## config.mk

```make
export PLATFORM = sky130hd
export DESIGN_NAME = largest_remainder_apportion
export DESIGN_NICKNAME = d
export VERILOG_FILES = /design/src/rtl/lra_pkg.sv /design/src/rtl/largest_remainder_apportion.sv /design/src/rtl/lra_ram.sv /design/src/rtl/lra_ctrl.sv /design/src/rtl/lra_datapath.sv
export SDC_FILE = /design/constraint.sdc
export NUM_CORES = 2
export LEC_CHECK = 0
export BUFFER_PORTS_ARGS = -buffer_cell sky130_fd_sc_hd__buf_2
export CAP_MARGIN = 20
export CORE_MARGIN = 10
export CORE_UTILIZATION = 35
export CTS_CLUSTER_SIZE = 10
export DETAILED_ROUTE_END_ITERATION = 10
export PLACE_DENSITY = 0.59
export SYNTH_ARGS = -nofsm -noshare
export SYNTH_HDL_FRONTEND = slang
export SYNTH_SLANG_ARGS = --single-unit
```

## constraint.sdc

```tcl
create_clock -name clk -period 6.7 [get_ports clk]
set_input_delay 0.67 -clock clk [delete_from_list [all_inputs] [get_ports clk]]
set_output_delay 0.67 -clock clk [all_outputs]
set_load 0.01 [all_outputs]
```

## src/rtl/lra_pkg.sv

```systemverilog
// ============================================================================
// lra_pkg
// Shared widths, constants and controller/datapath interface types for the
// largest-remainder apportionment block.
// ============================================================================
`default_nettype none

package lra_pkg;

    localparam int FREQ_W     = 23;
    localparam int COUNT_W    = 12;
    localparam int LETTER_W   = 5;
    localparam int HUNDRED    = 100;
    localparam int HUNDRED_W  = 7;
    localparam int APB_DATA_W = 32;
    localparam int CFG_ADDR_W = 3;

    localparam logic [COUNT_W-1:0] COUNT_MAX = '1;

    // register index, taken from the word address
    localparam logic [0:0] REG_TOTAL = 1'b0;

    typedef struct packed {
        logic load;
        logic idx_clr;
        logic idx_inc;
        logic sum_clr;
        logic mul;
        logic div_start;
        logic res_wr;
        logic scan_rd;
        logic update;
        logic out_rd;
    } cmd_t;

    typedef struct packed {
        logic idx_last;
        logic sum_lt_total;
    } status_t;

endpackage

`default_nettype wire

```

## src/rtl/largest_remainder_apportion.sv

```systemverilog
// ============================================================================
// largest_remainder_apportion
// Splits a configured total among LETTERS letters by the largest-remainder
// method from per-letter Q(FRAC_BITS) percentage frequencies.
// ============================================================================
// Frequencies enter one item per cycle while busy is low, letter 0 first.
// The item for the last letter starts the apportionment and raises busy:
// each letter then passes through read, multiply, reciprocal divide by the
// 100% constant and write in the shared datapath, after which the remainder
// search runs at most LETTERS + 1 passes over the result memory, and the
// LETTERS counts follow one per cycle on strobe, with last set on the final
// one. The receiver cannot stall: each count is valid for exactly one cycle.
// total_count is read during the apportionment and must be written while
// busy is low.
`default_nettype none

module largest_remainder_apportion import lra_pkg::*; #(
    parameter int LETTERS   = 26,
    parameter int FRAC_BITS = 16
) (
    input  wire logic                  clk,
    input  wire logic                  rst_n,
    input  wire logic                  start,
    output logic                       busy,
    input  wire logic [FREQ_W-1:0]     freq,
    output logic                       strobe,
    output logic      [LETTER_W-1:0]   letter,
    output logic      [COUNT_W-1:0]    count,
    output logic                       last,
    input  wire logic                  psel,
    input  wire logic                  penable,
    input  wire logic                  pwrite,
    input  wire logic [CFG_ADDR_W-1:0] paddr,
    input  wire logic [APB_DATA_W-1:0] pwdata,
    output logic      [APB_DATA_W-1:0] prdata,
    output logic                       pready
);

    logic [COUNT_W-1:0] total_count_reg;
    logic [0:0]         reg_index;
    cmd_t               cmd;
    status_t            status;

    assign reg_index = paddr[CFG_ADDR_W-1:2];
    assign pready    = 1'b1;

    always_ff @(posedge clk or negedge rst_n)
    begin
        if (!rst_n)
        begin
            total_count_reg <= '0;
        end
        else if (psel && penable && pwrite && (reg_index == REG_TOTAL))
        begin
            total_count_reg <= pwdata[COUNT_W-1:0];
        end
    end

    always_comb
    begin
        case (reg_index)
            REG_TOTAL: prdata = APB_DATA_W'(total_count_reg);
            default:   prdata = '0;
        endcase
    end

    lra_ctrl u_ctrl (
        .clk    (clk),
        .rst_n  (rst_n),
        .start  (start),
        .status (status),
        .busy   (busy),
        .cmd    (cmd)
    );

    lra_datapath #(
        .LETTERS   (LETTERS),
        .FRAC_BITS (FRAC_BITS)
    ) u_datapath (
        .clk         (clk),
        .rst_n       (rst_n),
        .cmd         (cmd),
        .status      (status),
        .freq        (freq),
        .total_count (total_count_reg),
        .strobe      (strobe),
        .letter      (letter),
        .count       (count),
        .last        (last)
    );

endmodule

`default_nettype wire

```

## src/rtl/lra_ram.sv

```systemverilog
// ============================================================================
// lra_ram
// Generic single-write, single-read RAM with registered read data.
// ============================================================================
`default_nettype none

module lra_ram #(
    parameter int WIDTH = 8,
    parameter int DEPTH = 32
) (
    input  wire logic                     clk,
    input  wire logic                     we,
    input  wire logic [$clog2(DEPTH)-1:0] waddr,
    input  wire logic [WIDTH-1:0]         wdata,
    input  wire logic [$clog2(DEPTH)-1:0] raddr,
    output logic      [WIDTH-1:0]         rdata
);

    logic [WIDTH-1:0] mem [DEPTH];

    always_ff @(posedge clk)
    begin
        if (we)
        begin
            mem[waddr] <= wdata;
        end
        rdata <= mem[raddr];
    end

endmodule

`default_nettype wire

```

## src/rtl/lra_ctrl.sv

```systemverilog
// ============================================================================
// lra_ctrl
// Sequencer: loads frequencies, walks the datapath through the per-letter
// divide, the remainder scans and the result readout.
// ============================================================================
`default_nettype none

module lra_ctrl import lra_pkg::*; (
    input  wire logic    clk,
    input  wire logic    rst_n,
    input  wire logic    start,
    input  wire status_t status,
    output logic         busy,
    output cmd_t         cmd
);

    typedef enum logic [3:0] {
        S_LOAD,
        S_RD,
        S_MUL,
        S_DIVI,
        S_DIV,
        S_ITER,
        S_SCAN,
        S_SCAN_END,
        S_UPD,
        S_OUT
    } state_t;

    state_t state_reg;
    state_t state_next;
    logic   busy_reg;
    logic   busy_next;

    always_comb
    begin
        state_next = state_reg;
        cmd        = '0;
        case (state_reg)
            S_LOAD:
            begin
                if (start && !busy_reg)
                begin
                    cmd.load = 1'b1;
                    if (status.idx_last)
                    begin
                        cmd.idx_clr = 1'b1;
                        cmd.sum_clr = 1'b1;
                        state_next  = S_RD;
                    end
                    else
                    begin
                        cmd.idx_inc = 1'b1;
                    end
                end
            end
            S_RD:
            begin
                state_next = S_MUL;
            end
            S_MUL:
            begin
                cmd.mul    = 1'b1;
                state_next = S_DIVI;
            end
            S_DIVI:
            begin
                cmd.div_start = 1'b1;
                state_next    = S_DIV;
            end
            S_DIV:
            begin
                cmd.res_wr = 1'b1;
                if (status.idx_last)
                begin
                    cmd.idx_clr = 1'b1;
                    state_next  = S_ITER;
                end
                else
                begin
                    cmd.idx_inc = 1'b1;
                    state_next  = S_RD;
                end
            end
            S_ITER:
            begin
                state_next = status.sum_lt_total ? S_SCAN : S_OUT;
            end
            S_SCAN:
            begin
                cmd.scan_rd = 1'b1;
                if (status.idx_last)
                begin
                    cmd.idx_clr = 1'b1;
                    state_next  = S_SCAN_END;
                end
                else
                begin
                    cmd.idx_inc = 1'b1;
                end
            end
            S_SCAN_END:
            begin
                state_next = S_UPD;
            end
            S_UPD:
            begin
                cmd.update = 1'b1;
                state_next = S_ITER;
            end
            S_OUT:
            begin
                cmd.out_rd = 1'b1;
                if (status.idx_last)
                begin
                    cmd.idx_clr = 1'b1;
                    state_next  = S_LOAD;
                end
                else
                begin
                    cmd.idx_inc = 1'b1;
                end
            end
            default:
            begin
                state_next = S_LOAD;
            end
        endcase
        busy_next = (state_next != S_LOAD);
    end

    always_ff @(posedge clk or negedge rst_n)
    begin
        if (!rst_n)
        begin
            state_reg <= S_LOAD;
            busy_reg  <= 1'b0;
        end
        else
        begin
            state_reg <= state_next;
            busy_reg  <= busy_next;
        end
    end

    assign busy = busy_reg;

endmodule

`default_nettype wire

```

## src/rtl/lra_datapath.sv

```systemverilog
// ============================================================================
// lra_datapath
// Frequency and result stores, multiplier, reciprocal divide by the 100%
// constant, running count sum, largest-remainder search and result output.
// ============================================================================
`default_nettype none

module lra_datapath import lra_pkg::*; #(
    parameter int LETTERS   = 26,
    parameter int FRAC_BITS = 16
) (
    input  wire logic                clk,
    input  wire logic                rst_n,
    input  wire cmd_t                cmd,
    output status_t                  status,
    input  wire logic [FREQ_W-1:0]   freq,
    input  wire logic [COUNT_W-1:0]  total_count,
    output logic                     strobe,
    output logic      [LETTER_W-1:0] letter,
    output logic      [COUNT_W-1:0]  count,
    output logic                     last
);

    localparam int IDX_W   = $clog2(LETTERS);
    localparam int PROD_W  = FREQ_W + COUNT_W;
    localparam int HI_W    = PROD_W - FRAC_BITS;
    localparam int RSH     = HI_W + HUNDRED_W;
    localparam int RCP_W   = HI_W + 1;
    localparam int RPROD_W = HI_W + RCP_W;
    localparam int QUO_W   = RPROD_W - RSH;
    localparam int REM_W   = FRAC_BITS + HUNDRED_W;
    localparam int QX_W    = (QUO_W > COUNT_W) ? QUO_W : COUNT_W;
    localparam int SUM_W   = COUNT_W + $clog2(LETTERS);
    localparam int RES_W   = COUNT_W + REM_W;

    // ceil(2^RSH / 100): exact floor division by 100 for any HI_W-bit value
    localparam logic [RCP_W-1:0] RECIP =
        RCP_W'(((64'd1 << RSH) + 64'(HUNDRED - 1)) / 64'(HUNDRED));

    logic [IDX_W-1:0]   idx_reg;
    logic [IDX_W-1:0]   idx_d_reg;
    logic               cmp_valid_reg;
    logic               out_valid_reg;

    logic [FREQ_W-1:0]  freq_rdata;
    logic [RES_W-1:0]   res_rdata;
    logic [COUNT_W-1:0] rd_count;
    logic [REM_W-1:0]   rd_rem;

    logic [PROD_W-1:0]    prod_reg;
    logic [HI_W-1:0]      hi;
    logic [RPROD_W-1:0]   rprod;
    logic [QUO_W-1:0]     quo_reg;
    logic [HI_W-1:0]      quo_x100;
    logic [HUNDRED_W-1:0] rem_hi;
    logic [REM_W-1:0]     rem_val;
    logic [QX_W-1:0]      quo_ext;
    logic [COUNT_W-1:0]   count_sat;

    logic [SUM_W-1:0]   sum_reg;

    logic [IDX_W-1:0]   best_idx_reg;
    logic [REM_W-1:0]   best_rem_reg;
    logic [COUNT_W-1:0] best_cnt_reg;
    logic               best_zero;
    logic [COUNT_W-1:0] upd_add;
    logic [COUNT_W:0]   upd_sum;
    logic [COUNT_W-1:0] upd_cnt;

    logic               res_we;
    logic [IDX_W-1:0]   res_waddr;
    logic [RES_W-1:0]   res_wdata;

    assign rd_count = res_rdata[RES_W-1 -: COUNT_W];
    assign rd_rem   = res_rdata[REM_W-1:0];

    assign hi       = prod_reg[PROD_W-1:FRAC_BITS];
    assign rprod    = RPROD_W'(hi) * RPROD_W'(RECIP);
    assign quo_x100 = HI_W'(quo_reg) * HI_W'(HUNDRED);
    assign rem_hi   = HUNDRED_W'(hi - quo_x100);
    assign rem_val  = {rem_hi, prod_reg[FRAC_BITS-1:0]};

    assign quo_ext   = QX_W'(quo_reg);
    assign count_sat = (quo_ext > QX_W'(COUNT_MAX)) ? COUNT_MAX : quo_ext[COUNT_W-1:0];

    assign best_zero = (best_rem_reg == '0);
    assign upd_add   = best_zero ? COUNT_W'(SUM_W'(total_count) - sum_reg) : COUNT_W'(1);
    assign upd_sum   = {1'b0, best_cnt_reg} + {1'b0, upd_add};
    assign upd_cnt   = upd_sum[COUNT_W] ? COUNT_MAX : upd_sum[COUNT_W-1:0];

    assign res_we    = cmd.res_wr | cmd.update;
    assign res_waddr = cmd.update ? best_idx_reg : idx_reg;
    assign res_wdata = cmd.update ? {upd_cnt, REM_W'(0)} : {count_sat, rem_val};

    lra_ram #(
        .WIDTH (FREQ_W),
        .DEPTH (LETTERS)
    ) u_freq_ram (
        .clk   (clk),
        .we    (cmd.load),
        .waddr (idx_reg),
        .wdata (freq),
        .raddr (idx_reg),
        .rdata (freq_rdata)
    );

    lra_ram #(
        .WIDTH (RES_W),
        .DEPTH (LETTERS)
    ) u_res_ram (
        .clk   (clk),
        .we    (res_we),
        .waddr (res_waddr),
        .wdata (res_wdata),
        .raddr (idx_reg),
        .rdata (res_rdata)
    );

    always_ff @(posedge clk or negedge rst_n)
    begin
        if (!rst_n)
        begin
            idx_reg       <= '0;
            idx_d_reg     <= '0;
            cmp_valid_reg <= 1'b0;
            out_valid_reg <= 1'b0;
            sum_reg       <= '0;
        end
        else
        begin
            if (cmd.idx_clr)
            begin
                idx_reg <= '0;
            end
            else if (cmd.idx_inc)
            begin
                idx_reg <= idx_reg + IDX_W'(1);
            end
            idx_d_reg     <= idx_reg;
            cmp_valid_reg <= cmd.scan_rd;
            out_valid_reg <= cmd.out_rd;

            if (cmd.sum_clr)
            begin
                sum_reg <= '0;
            end
            else if (cmd.res_wr)
            begin
                sum_reg <= sum_reg + SUM_W'(count_sat);
            end
            else if (cmd.update)
            begin
                sum_reg <= best_zero ? SUM_W'(total_count) : sum_reg + SUM_W'(1);
            end
        end
    end

    always_ff @(posedge clk)
    begin
        if (cmd.mul)
        begin
            prod_reg <= PROD_W'(freq_rdata) * PROD_W'(total_count);
        end

        if (cmd.div_start)
        begin
            quo_reg <= rprod[RPROD_W-1:RSH];
        end

        if (cmp_valid_reg && ((idx_d_reg == '0) || (rd_rem > best_rem_reg)))
        begin
            best_idx_reg <= idx_d_reg;
            best_rem_reg <= rd_rem;
            best_cnt_reg <= rd_count;
        end
    end

    assign status.idx_last     = (idx_reg == IDX_W'(LETTERS - 1));
    assign status.sum_lt_total = (sum_reg < SUM_W'(total_count));

    assign strobe = out_valid_reg;
    assign letter = LETTER_W'(idx_d_reg);
    assign count  = rd_count;
    assign last   = out_valid_reg && (idx_d_reg == IDX_W'(LETTERS - 1));

endmodule

`default_nettype wire

```

==> insert_results.sql <==
INSERT INTO impl_metrics (metric_group, metric, value, unit) VALUES
('critical_path', 'setup.worst_path.end_class', 'flip-flop', ''),
('timing', 'fin_tns_setup', '0', 'ps'),
('clock_network', 'cts-buffers-inserted', '192', ''),
('final_layout', 'largest_register_ffs', '910', ''),
('final_layout', 'registers.top_by_ff_count', 'u_datapath.u_res_ram.mem', ''),
('critical_path', 'rr_startpoint', 'total_count_reg[4]', ''),
('routing', 'detail_route.first_pass.iterations', '10', ''),
('critical_path', 'timing.critical_path.fanout_max', '15', ''),
('synthesis', 'synth-xor-area-share', '0.00807', ''),
('global_route', 'grt_start_max_net_pins', '114', ''),
('clock_network', 'cts.sink_count', '1700', ''),
('critical_path', 'r2r_cells', '20', ''),
('routing', 'drt-total-wl', '211000', 'µm'),
('synthesis', 'synthMuxAreaShare', '0.111', ''),
('synthesis', 'synth_simple_gate_area_frac', '0.0480', ''),
('min_path', 'timing.hold.worst.start', 'pwdata[5]', ''),
('clock_network', 'cts_buffer_depth', '3', ''),
('die', 'floorplan.die.width', '502', 'µm'),
('final_layout', 'footprint_of_the_multi_input_gates', '28400', 'µm²'),
('global_route', 'global_route_wire_length_before_repair', '312000', 'µm'),
('final_layout', 'num-nets-final', '6033', ''),
('timing', 'layout_min_cycle_time', '6340', 'ps'),
('min_path', 'whs_endpoint', 'total_count_reg[5]', ''),
('run_status', 'outcome', 'finished clean', ''),
('routing', 'antenna_left', '0', ''),
('critical_path', 'crit_required', '7260', 'ps'),
('global_route', 'grt_use_total', '0.165', ''),
('final_layout', 'mostFrequentLayoutCells', '1596 x edfxtp_1, 559 x inv_1, 376 x nand2_1', ''),
('global_route', 'globalRouteOverflowTotal', '0', ''),
('synthesis', 'yosysSeqAreaShare', '0.617', ''),
('critical_path', 'timing_worst_setup_path_type', 'flip-flop to flip-flop', ''),
('synthesis', 'synth.top_cell.area_share', '0.589', ''),
('final_layout', 'synthToLayoutAreaGrowth', '13.0', '%'),
('clock_network', 'clk_latency', '840', 'ps'),
('final_layout', 'final-seq-area', '50300', 'µm²'),
('timing', 'tightest_slew_margin_relative_to_the_limit', '0.276', ''),
('placed_design', 'placement.io_buffers', '73', ''),
('placed_design', 'dpl.hpwl', '134000', 'µm'),
('run', 'drv_cap', '0', ''),
('timing', 'timing.final.setup_violations', '0', ''),
('timing', 'max_clock_freq', '158', 'MHz'),
('min_path', 'min-delay-path-class', 'primary input to flip-flop', ''),
('synthesis', 'flops_latches_synth', '1700', ''),
('die', 'fp.coreArea', '231000', 'µm²'),
('critical_path', 'reg2reg_setup_slack', '360', 'ps'),
('die', 'rows', '176', ''),
('final_layout', 'fillCellCount', '20980', ''),
('global_route', 'via_count_of_the_first_global_routing_pass', '46195', ''),
('synthesis', 'yosys.area_share.adder', '0.132', ''),
('timing', 'drv_slew', '0', ''),
('synthesis', 'combinational_family_with_the_most_area_after_synthesis', 'adder cells', ''),
('clock_network', 'tritoncts', 'built', ''),
('timing', 'timing_hold_violations_final', '0', ''),
('clock_network', 'cts.clk_slew.worst_paths', '70', 'ps'),
('die', 'initial_utilization', '0.353', ''),
('routing', 'mean_number_of_vias_per_cell', '5.27', ''),
('die', 'ioPinCount', '117', ''),
('min_path', 'hold-path-cell-count', '2', ''),
('synthesis', 'postSynth.asyncResetShare', '0.0271', ''),
('clock_network', 'htree_num_levels', '4', ''),
('synthesis', 'synth_enable_flop_cells', '1596', ''),
('final_layout', 'post-route-util', '0.398', ''),
('synthesis', 'yosys.cell_types.count', '82', ''),
('final_layout', 'mostFrequentLayoutCell', 'edfxtp_1', ''),
('die', 'die_footprint', '252000', 'µm²'),
('routing', 'wl_per_cell', '24.9', 'µm'),
('routing', 'initialDrtViolationCount', '4084', ''),
('timing', 'final.setup_skew', '47.8', 'ps'),
('critical_path', 'timing.critical_path.from_type', 'flip-flop', ''),
('synthesis', 'synth_top_flop_cell', 'edfxtp_1', ''),
('synthesis', 'post_synth_main_area_contributors', 'edfxtp_1 59%, mux4_2 9.7%, fa_1 8.4%, ha_1 4.8%, inv_1 2.6%', '');
## how the worst max path moves through the flow
stage,startpoint,endpoint,slack (ps),cells after the start
3_3_place_gp,total_count_reg[3],u_datapath.prod_reg[31],340,19
4_1_cts,total_count_reg[3],u_datapath.prod_reg[31],250,19
5_1_grt,u_datapath.prod_reg[31],u_datapath.quo_ext[7],40,18
6_report,total_count_reg[4],u_datapath.prod_reg[34],360,20
3_5_place_dp,total_count_reg[3],u_datapath.prod_reg[31],310,18
2_1_floorplan,u_datapath.prod_reg[24],u_datapath.quo_ext[12],770,20
## Yosys cell counts, drive strengths merged, types with 15 or more instances
cell,n
a21o,43
a21oi,187
a22oi,39
a31oi,37
and2,110
and3,17
buf,93
clkbuf,159
dfrtp,46
dfxtp,58
edfxtp,1596
fa,341
ha,314
inv,559
mux2i,100
mux4,349
nand2,377
nand2b,16
nand3,22
nand4,15
nor2,221
nor3,30
o211ai,38
o21a,17
o21ai,63
o221ai,42
or2,22
xnor2,51
xor2,24
## metal layers
metal	GRT usage	part of all wire	vias up
met1	0.227	0.42	23629
li1	-	-	19239
met4	0.0472	0.026	12
met5	0	0.00036	-
met3	0.0292	0.069	328
met2	0.269	0.48	1549
## metrics by stage
| step | setup WS, ps | hold WS [ps] | instances |
|---|---|---|---|
| floorplan | 766 | 352 | 5138 |
| global placement | 344 | 424 | 8138 |
| detailed placement | 313 | 423 | 8144 |
| CTS | 247 | 24.8 | 8479 |
| global route | 44.9 | 62.4 | 8480 |
| finish | 364 | 79.2 | 8486 |
## critical path, stage by stage (launching register included)
cell,delay (ps)
dfrtp_1,800
buf_4,320
nand2_1,100
fa_1,520
fa_1,520
inv_1,60
fa_1,500
fa_1,500
inv_1,50
fa_1,480
inv_1,40
ha_1,230
or3_1,430
a211oi_1,220
o21ai_0,130
o211ai_1,130
o221ai_1,190
o41a_1,400
a21o_1,190
a21oi_1,160
xnor2_1,90
## cells by family (layout without fill, tap and decap cells)
kind of cell / after synthesis / in the layout
mux: 461 / 461
buf+inv: 812 / 1128
fa+ha+maj: 655 / 655
flops: 1700 / 1700
compound gates: 545 / 545
xor+xnor: 75 / 75
simple gates: 869 / 869
other cells: 2 / 27
## timing repair
action / 4_1_cts / 5_1_grt
resized for setup: 0 / 1
hold buffers: 1 / 0
endpoints found under the setup margin: 0 / 1
hold endpoints to repair: 6 / 0
## cell type report
cell class | instances | share of cell area
Antenna cell | 6 | 0.000163
Clock buffer | 313 | 0.0580
Clock inverter | 21 | 0.00423
Inverter | 560 | 0.0229
Multi-Input combinational cell | 2626 | 0.308
Sequential cell | 1700 | 0.546
Tap cell | 3026 | 0.0412
Timing Repair Buffer | 234 | 0.0187
Power is not shown: default switching activity piles up to over one toggle a cycle in this logic, so the estimate is an artifact.
